===== src/design/ejs_pkg.sv =====
// package for the event join status machine
// holds status and command codes, config register indexes and the item structs
// no dependencies
package ejs_pkg;

    localparam int MAX_PROCESSES_DEF = 16;
    localparam int CFG_INDEX_W       = 3;
    localparam int CFG_DATA_W        = 32;
    localparam int ATTACH_W          = 5;

    typedef enum logic [1:0] {
        ST_WAITING  = 2'd0,
        ST_PENDING  = 2'd1,
        ST_HAPPENED = 2'd2,
        ST_DISPOSED = 2'd3
    } ejs_status_t;

    typedef enum logic [2:0] {
        FN_WAIT       = 3'd0,
        FN_HAPPEN     = 3'd1,
        FN_DISPOSE    = 3'd2,
        FN_UPDATE     = 3'd3,
        FN_MIN_REACH  = 3'd4,
        FN_ENDED      = 3'd5,
        FN_PROC_DISP  = 3'd6,
        FN_SET_STATUS = 3'd7
    } ejs_func_t;

    typedef enum logic [CFG_INDEX_W-1:0] {
        CFG_EVENT_DATE     = 3'd0,
        CFG_HAS_CONDITION  = 3'd1,
        CFG_HAS_CONTAINER  = 3'd2,
        CFG_MUTE           = 3'd3,
        CFG_ATTACHED_COUNT = 3'd4
    } ejs_cfg_index_t;

    typedef struct packed {
        logic [2:0]  func;
        logic [1:0]  new_status;
        logic        container_running;
        logic [31:0] container_date;
    } ejs_in_t;

    typedef struct packed {
        logic [1:0] status;
        logic       error;
        logic       push_state;
        logic       condition_default;
        logic       status_changed;
        logic [1:0] previous_status;
    } ejs_out_t;

    typedef struct packed {
        logic [31:0]         event_date;
        logic                has_condition;
        logic                has_container;
        logic                mute;
        logic [ATTACH_W-1:0] attached_count;
    } ejs_cfg_t;

    typedef struct packed {
        logic [1:0] status;
        logic       wait_req;
        logic       happen_req;
        logic       dispose_req;
    } ejs_flags_t;

endpackage


===== src/design/ejs_step.sv =====
// next-state and result logic for one command of the event join status machine
// purely combinational; depends on ejs_pkg
module ejs_step
    import ejs_pkg::*;
#(
    parameter int MAX_PROCESSES = MAX_PROCESSES_DEF,
    parameter int CNT_W         = $clog2(MAX_PROCESSES + 1)
)
(
    input  ejs_in_t           item,
    input  ejs_cfg_t          cfg,
    input  ejs_flags_t        flags,
    input  logic [CNT_W-1:0]  min_cnt,
    input  logic [CNT_W-1:0]  ended_cnt,
    input  logic [CNT_W-1:0]  disp_cnt,
    output ejs_flags_t        flags_next,
    output logic [CNT_W-1:0]  min_cnt_next,
    output logic [CNT_W-1:0]  ended_cnt_next,
    output logic [CNT_W-1:0]  disp_cnt_next,
    output ejs_out_t          result
);

    localparam int CMP_W = (CNT_W + 1 > ATTACH_W) ? CNT_W + 1 : ATTACH_W;
    localparam logic [CNT_W-1:0] CNT_MAX = CNT_W'(MAX_PROCESSES);
    localparam logic [CNT_W-1:0] CNT_ONE = CNT_W'(1);

    logic             uf_wait;
    logic             uf_happen;
    logic             uf_dispose;
    logic             upd_apply;
    logic [1:0]       upd_status;
    logic             upd_push;
    logic             upd_default;
    logic [CMP_W-1:0] att_x;
    logic [CMP_W-1:0] min_x;
    logic [CMP_W-1:0] disp_x;
    logic [CMP_W-1:0] done_x;
    logic             is_waiting;
    logic             is_pending;

    assign uf_wait    = flags.wait_req    | (item.func == FN_WAIT);
    assign uf_happen  = flags.happen_req  | (item.func == FN_HAPPEN);
    assign uf_dispose = flags.dispose_req | (item.func == FN_DISPOSE);

    assign att_x  = CMP_W'(cfg.attached_count);
    assign min_x  = CMP_W'(min_cnt);
    assign disp_x = CMP_W'(disp_cnt);
    assign done_x = CMP_W'(ended_cnt) + CMP_W'(disp_cnt);

    assign is_waiting = (flags.status == ST_WAITING);
    assign is_pending = (flags.status == ST_PENDING);

    // status update rule
    always_comb
    begin
        upd_apply   = 1'b0;
        upd_status  = ST_WAITING;
        upd_push    = 1'b0;
        upd_default = 1'b0;
        if (uf_wait)
        begin
            upd_apply  = 1'b1;
            upd_status = ST_WAITING;
        end
        else if (uf_happen)
        begin
            upd_apply  = 1'b1;
            upd_push   = 1'b1;
            upd_status = ST_HAPPENED;
        end
        else if (uf_dispose)
        begin
            upd_apply  = 1'b1;
            upd_status = ST_DISPOSED;
        end
        else if (cfg.attached_count != '0)
        begin
            if (cfg.has_condition && is_waiting && min_x == att_x)
            begin
                upd_apply  = 1'b1;
                upd_status = ST_PENDING;
            end
            else if (done_x == att_x && cfg.has_condition && is_pending)
            begin
                upd_default = 1'b1;
            end
            else if (done_x == att_x && !cfg.has_condition && is_waiting)
            begin
                upd_apply  = 1'b1;
                upd_push   = 1'b1;
                upd_status = ST_HAPPENED;
            end
            else if (is_waiting && disp_x == att_x)
            begin
                upd_apply  = 1'b1;
                upd_status = ST_DISPOSED;
            end
        end
        else if (is_waiting)
        begin
            if (cfg.has_condition)
            begin
                upd_apply  = 1'b1;
                upd_status = ST_PENDING;
            end
            else if (cfg.has_container && cfg.event_date <= item.container_date)
            begin
                upd_apply  = 1'b1;
                upd_push   = 1'b1;
                upd_status = ST_HAPPENED;
            end
        end
    end

    // command dispatch
    always_comb
    begin
        logic run_update;
        run_update     = 1'b0;
        flags_next     = flags;
        min_cnt_next   = min_cnt;
        ended_cnt_next = ended_cnt;
        disp_cnt_next  = disp_cnt;
        result                   = '0;
        result.previous_status   = flags.status;

        unique case (item.func)
            FN_WAIT:
            begin
                if (!is_waiting)
                begin
                    if (flags.wait_req)
                        result.error = 1'b1;
                    else if (cfg.has_container)
                        flags_next.wait_req = 1'b1;
                    else
                        run_update = 1'b1;
                end
            end
            FN_HAPPEN:
            begin
                if (!is_waiting && !is_pending)
                    result.error = 1'b1;
                else if (flags.happen_req)
                    result.error = 1'b1;
                else if (cfg.has_container)
                    flags_next.happen_req = 1'b1;
                else
                    run_update = 1'b1;
            end
            FN_DISPOSE:
            begin
                if (flags.status == ST_HAPPENED || flags.status == ST_DISPOSED)
                    result.error = 1'b1;
                else if (flags.dispose_req)
                    result.error = 1'b1;
                else if (cfg.has_container)
                    flags_next.dispose_req = 1'b1;
                else
                    run_update = 1'b1;
            end
            FN_UPDATE:
                run_update = 1'b1;
            FN_MIN_REACH:
                min_cnt_next = (min_cnt >= CNT_MAX) ? CNT_MAX : min_cnt + CNT_ONE;
            FN_ENDED:
                ended_cnt_next = (ended_cnt >= CNT_MAX) ? CNT_MAX : ended_cnt + CNT_ONE;
            FN_PROC_DISP:
                disp_cnt_next = (disp_cnt >= CNT_MAX) ? CNT_MAX : disp_cnt + CNT_ONE;
            FN_SET_STATUS:
            begin
                if (cfg.has_container && item.container_running)
                    result.error = 1'b1;
                else
                begin
                    flags_next     = '0;
                    flags_next.status = item.new_status;
                    min_cnt_next   = '0;
                    ended_cnt_next = '0;
                    disp_cnt_next  = '0;
                end
            end
            default:
            begin
                result.error = 1'b1;
            end
        endcase

        if (run_update)
        begin
            // any set request is always consumed by the update
            flags_next.wait_req    = 1'b0;
            flags_next.happen_req  = 1'b0;
            flags_next.dispose_req = 1'b0;
            if (upd_apply)
            begin
                flags_next.status     = upd_status;
                result.push_state     = upd_push & ~cfg.mute;
                result.error          = (flags.status == upd_status);
                result.status_changed = (flags.status != upd_status);
                if (upd_status != ST_PENDING)
                begin
                    min_cnt_next   = '0;
                    ended_cnt_next = '0;
                    disp_cnt_next  = '0;
                end
            end
            else if (upd_default)
                result.condition_default = 1'b1;
            else
                result.error = 1'b1;
        end

        result.status = flags_next.status;
    end

endmodule


===== src/design/ejs_cfg_regs.sv =====
// configuration registers of the event join status machine
// plain write port, no read-back; depends on ejs_pkg
module ejs_cfg_regs
    import ejs_pkg::*;
(
    input  logic                   clk,
    input  logic                   rst_n,
    input  logic                   cfg_we,
    input  logic [CFG_INDEX_W-1:0] cfg_index,
    input  logic [CFG_DATA_W-1:0]  cfg_wdata,
    output ejs_cfg_t               cfg
);

    ejs_cfg_t cfg_reg;
    ejs_cfg_t cfg_next;

    always_comb
    begin
        cfg_next = cfg_reg;
        if (cfg_we)
        begin
            unique case (cfg_index)
                CFG_EVENT_DATE:     cfg_next.event_date     = cfg_wdata;
                CFG_HAS_CONDITION:  cfg_next.has_condition  = cfg_wdata[0];
                CFG_HAS_CONTAINER:  cfg_next.has_container  = cfg_wdata[0];
                CFG_MUTE:           cfg_next.mute           = cfg_wdata[0];
                CFG_ATTACHED_COUNT: cfg_next.attached_count = cfg_wdata[ATTACH_W-1:0];
                default:            cfg_next = cfg_reg;
            endcase
        end
    end

    always_ff @(posedge clk or negedge rst_n)
    begin
        if (!rst_n)
            cfg_reg <= '0;
        else
            cfg_reg <= cfg_next;
    end

    assign cfg = cfg_reg;

endmodule


===== src/design/event_join_status_fsm_core.sv =====
// top level of the event join status machine: input register, state, result register
// depends on ejs_pkg, ejs_cfg_regs and ejs_step
// accepted item: input register, then result register, which drives out_valid
// throughput: one item per cycle while the output is not stalled
// reset: status waiting, request flags, counters, config and both valid bits cleared
module event_join_status_fsm_core
    import ejs_pkg::*;
#(
    parameter int MAX_PROCESSES = MAX_PROCESSES_DEF
)
(
    input  logic                   clk,
    input  logic                   rst_n,
    input  logic                   in_valid,
    output logic                   in_stall,
    input  ejs_in_t                in_data,
    output logic                   out_valid,
    input  logic                   out_stall,
    output ejs_out_t               out_data,
    input  logic                   cfg_we,
    input  logic [CFG_INDEX_W-1:0] cfg_index,
    input  logic [CFG_DATA_W-1:0]  cfg_wdata
);

    localparam int CNT_W = $clog2(MAX_PROCESSES + 1);

    ejs_cfg_t         cfg;
    logic             in_valid_reg;
    ejs_in_t          in_item_reg;
    logic             out_valid_reg;
    ejs_out_t         out_data_reg;
    ejs_flags_t       flags_reg;
    ejs_flags_t       flags_next;
    logic [CNT_W-1:0] min_cnt_reg;
    logic [CNT_W-1:0] min_cnt_next;
    logic [CNT_W-1:0] ended_cnt_reg;
    logic [CNT_W-1:0] ended_cnt_next;
    logic [CNT_W-1:0] disp_cnt_reg;
    logic [CNT_W-1:0] disp_cnt_next;
    ejs_out_t         result;
    logic             advance;
    logic             in_take;

    assign advance  = in_valid_reg && (!out_valid_reg || !out_stall);
    assign in_stall = in_valid_reg && !advance;
    assign in_take  = in_valid && !in_stall;

    ejs_cfg_regs u_cfg (
        .clk       (clk),
        .rst_n     (rst_n),
        .cfg_we    (cfg_we),
        .cfg_index (cfg_index),
        .cfg_wdata (cfg_wdata),
        .cfg       (cfg)
    );

    ejs_step #(
        .MAX_PROCESSES (MAX_PROCESSES),
        .CNT_W         (CNT_W)
    ) u_step (
        .item           (in_item_reg),
        .cfg            (cfg),
        .flags          (flags_reg),
        .min_cnt        (min_cnt_reg),
        .ended_cnt      (ended_cnt_reg),
        .disp_cnt       (disp_cnt_reg),
        .flags_next     (flags_next),
        .min_cnt_next   (min_cnt_next),
        .ended_cnt_next (ended_cnt_next),
        .disp_cnt_next  (disp_cnt_next),
        .result         (result)
    );

    // control and state
    always_ff @(posedge clk or negedge rst_n)
    begin
        if (!rst_n)
        begin
            in_valid_reg  <= 1'b0;
            out_valid_reg <= 1'b0;
            flags_reg     <= '{status: ST_WAITING, default: 1'b0};
            min_cnt_reg   <= '0;
            ended_cnt_reg <= '0;
            disp_cnt_reg  <= '0;
        end
        else
        begin
            if (in_take)
                in_valid_reg <= 1'b1;
            else if (advance)
                in_valid_reg <= 1'b0;

            if (advance)
                out_valid_reg <= 1'b1;
            else if (!out_stall)
                out_valid_reg <= 1'b0;

            if (advance)
            begin
                flags_reg     <= flags_next;
                min_cnt_reg   <= min_cnt_next;
                ended_cnt_reg <= ended_cnt_next;
                disp_cnt_reg  <= disp_cnt_next;
            end
        end
    end

    // payload
    always_ff @(posedge clk)
    begin
        if (in_take)
            in_item_reg <= in_data;
        if (advance)
            out_data_reg <= result;
    end

    assign out_valid = out_valid_reg;
    assign out_data  = out_data_reg;

endmodule


===== config.mk =====
export PLATFORM = sky130hd
export DESIGN_NAME = event_join_status_fsm_core
export DESIGN_NICKNAME = d
export VERILOG_FILES = /design/src/design/ejs_pkg.sv /design/src/design/ejs_step.sv /design/src/design/ejs_cfg_regs.sv /design/src/design/event_join_status_fsm_core.sv
export SDC_FILE = /design/constraint.sdc
export NUM_CORES = 1
export LEC_CHECK = 0
export BUFFER_PORTS_ARGS = -buffer_cell sky130_fd_sc_hd__buf_2
export CAP_MARGIN = 30
export CORE_MARGIN = 3
export CORE_UTILIZATION = 50
export CTS_CLUSTER_SIZE = 30
export DETAILED_ROUTE_END_ITERATION = 7
export GPL_TIMING_DRIVEN = 0
export MAX_ROUTING_LAYER = met4
export PLACE_DENSITY = 0.8
export SETUP_SLACK_MARGIN = 0.1
export SKIP_LAST_GASP = 1
export SLEW_MARGIN = 20
export SYNTH_ARGS = -nofsm -noshare
export SYNTH_HDL_FRONTEND = slang
export SYNTH_HIERARCHICAL = 1
export SYNTH_SLANG_ARGS = --single-unit

===== constraint.sdc =====
create_clock -name clk -period 3.1 [get_ports clk]
set_clock_uncertainty 0.2 [all_clocks]
set_input_delay 0.62 -clock clk [delete_from_list [all_inputs] [get_ports clk]]
set_output_delay 0.62 -clock clk [all_outputs]
set_load 0.05 [all_outputs]

==> flow_metrics.tcl <==
set metrics [dict create \
    hold_viol 0 \
    synth_edf_count 46 \
    timing.slew.headroom_pct 66.71 \
    largest_reg_flops 40 \
    finalSetupViolations 2 \
    synth-async-reset-ratio_pct 57.41 \
    rows 39 \
    antenna_found_initial 1 \
    syn-num-nets 673 \
    worstSkewPairLatency_ps 350 \
    grt_pass1_vias 4832 \
    tightest_slew_ps 499.3 \
    p_per_area_mw_per_mm2 633.1 \
    die_height_microns 117.0 \
    synth_flop_cell "dfrtp_1" \
    final_max_slew_viol_count 0 \
    wl_per_cell_microns 17.18 \
    netlist_area_sq_mm 0.006157 \
    ir_drop_uv 320.0 \
    drt_first_iter_violations 337 \
    antenna_left 0 \
    path_cells "ha_4 > fa_2 > xnor2_2 > and4_1 > o311ai_4 > o211a_1 > or3b_1 > a211o_1 > and3_1" \
    cp_max_fo 3 \
    area_growth_pct 22.62 \
    gp_congestion 0.9509 \
    synth.distinct_cells 60 \
    violations "negative setup slack" \
    grt_pass1_wl_microns 23130 \
    status "finished with violations" \
    clk_pin_slew_ps 80 \
    port_buffers 87 \
    layout_common_cells "91 x buf_2, 56 x dfrtp_1, 51 x mux2_2, 46 x edfxtp_1, 42 x inv_1" \
    finalCritPeriodShare_pct 101.9 \
    grt_max_degree 41 \
    core_sq_mm 0.01171 \
    p_leak_nw 3.399 \
    place_hpwl_microns 10320 \
    synth-seq-area-share_pct 47.63 \
    ys_seq_elements 108 \
    synthCells 551 \
    htreeDepth 3 \
    worst-setup-path-type "flop to flop" \
    syn_area_per_cell_sq_um 11.17 \
    hold_path.class "input port to flop" \
    layout.nets 796 \
    placed_area_sq_mm 0.006822 \
    track_usage_pct 22.56 \
    via_per_inst 5.759 \
    wl_microns 14140 \
    ios 88 \
    fmax_mhz 316.4 \
    max_cap_viol_count 0 \
    setup_tns_ps -75.01 \
    drive_above_1_share_pct 37.26 \
    cts-buffers-inserted 9 \
    dieArea_sq_mm 0.01368 \
    cp_slowest_cell "fa_2" \
    via_count 4740 \
    critPathTopFamily "simple AND/OR/NAND/NOR gates" \
    grt.overflow.total 0 \
    yosys_warnings 6 \
    worst_setup_path_end_kind "flop" \
    period_needed_ps 3160 \
    drc_errors 0 \
    cts_tree "done" \
    drt-pass1-iter-count 6 \
    power_mw 4.779 \
    startpoint_type "flop" \
    fin_ws_ps -60.10 \
    clock-sinks 108 \
    start_util_pct 52.57 \
    fin_area_sq_mm 0.007550 \
    cp_data_required_time_ps 3010 \
    slowest_delay_ps 550 \
    die_w_microns 117.0 \
    finalHoldWorstSlack_ps 235.4 \
    rsz0062_at_grt "true" \
    final_common_cell "buf_2" \
    clockRootBuffer "clkbuf_16" \
    path_buf_inv 0 \
    crit_arrival_ps 3070 \
    clk_path_buf_depth 2 \
]
[cell families (layout without fill, tap and decap cells)]
| logic type | after synthesis | in the layout | share of synthesized area (%) |
|---|---|---|---|
| simple gates | 155 | 155 | 14.57 |
| flops | 108 | 108 | 47.63 |
| compound gates | 102 | 102 | 10.22 |
| buf+inv | 65 | 193 | 5.040 |
| mux | 62 | 62 | 11.34 |
| fa+ha+maj | 44 | 44 | 9.063 |
| xor+xnor | 15 | 15 | 2.134 |
| other cells | 0 | 1 | 0 |
[synthesized netlist by cell type (4+ instances only)]
cell type / instances / share of area [%]
dfrtp_1: 62 / 25
mux2_2: 59 / 11
edfxtp_1: 46 / 22
a21oi_1: 45 / 3.7
ha_1: 43 / 8.7
inv_1: 42 / 2.6
nor2_1: 33 / 2.0
nand2_1: 25 / 1.5
o21ai_0: 22 / 1.8
nand3_1: 17 / 1.4
nor3_1: 17 / 1.4
nand4_1: 11 / 1.1
xor2_1: 11 / 1.6
buf_2: 8 / 0.65
a22oi_1: 7 / 0.85
and4_1: 7 / 1.0
and3_1: 5 / 0.51
buf_6: 5 / 0.91
or2_2: 5 / 0.51
a21o_1: 4 / 0.49
buf_4: 4 / 0.49
nor2b_1: 4 / 0.41
xnor2_1: 4 / 0.57
[metrics by stage]
step	cells	utilization [%]	setup WS [ps]
2_1_floorplan	551	-	102.9
3_3_place_gp	781	57.87	-377.4
3_5_place_dp	783	58.25	-386.2
4_1_cts	817	63.52	-48.16
5_1_grt	823	64.47	-117.3
6_report	823	64.47	-60.10
[final timing paths]
check | depth (start not counted) | slack, ps | to | startpoint
max | 9 | -60 | out_data[2]$_DFFE_PP_ | ended_cnt_reg[0]$_DFFE_PN0P_
min | 1 | 240 | in_item_reg[20]$_DFFE_PP_ | in_data[20]
max reg2reg | 9 | -60 | out_data[2]$_DFFE_PP_ | ended_cnt_reg[0]$_DFFE_PN0P_
min reg2reg | 1 | 280 | out_valid$_DFFE_PN0P_ | in_valid_reg$_DFFE_PN0P_
max in group asynchronous | 3 | 1650 | ended_cnt_reg[0]$_DFFE_PN0P_ | rst_n
min in group asynchronous | 2 | 500 | u_cfg/cfg[11]$_DFFE_PN0P_ | rst_n
[repair_timing]
| item | CTS | global route |
|---|---|---|
| buffers inserted | 17 | 5 |
| gates resized for setup | 38 | 16 |
| hold buffers | 1 | 0 |
| hold endpoints to repair | 22 | 0 |
| pin swaps | 17 | 5 |
| setup endpoints to repair | 22 | 21 |
[final cells by class]
type / count / area [sq um]
fillers: 880 / 4161
multi-input cells: 378 / 3146
flip-flops and latches: 108 / 2940
repair buffers: 112 / 656.9
clock buffers: 10 / 229.0
plain buffers: 23 / 178.9
well taps: 143 / 178.9
inverters: 42 / 157.7
clock inverters: 6 / 60.06
diodes: 1 / 2.502
[per-layer routing]
layer / vias to the layer above / share of wire [%] / GRT usage (%)
li1: 2267 / - / -
met1: 2284 / 43 / 27.94
met2: 165 / 49 / 37.01
met3: 24 / 5.6 / 4.216
met4: 0 / 1.9 / 8.410
met5: - / 0 / -
[report_power, final]
group	internal, mW	switching (mW)	total, mW
Combinational	0.814	0.911	1.73
Clock	0.563	0.554	1.12
Sequential	1.74	0.196	1.94
Total	3.12	1.66	4.78
Note: power is estimated with default switching activity, not from simulation.
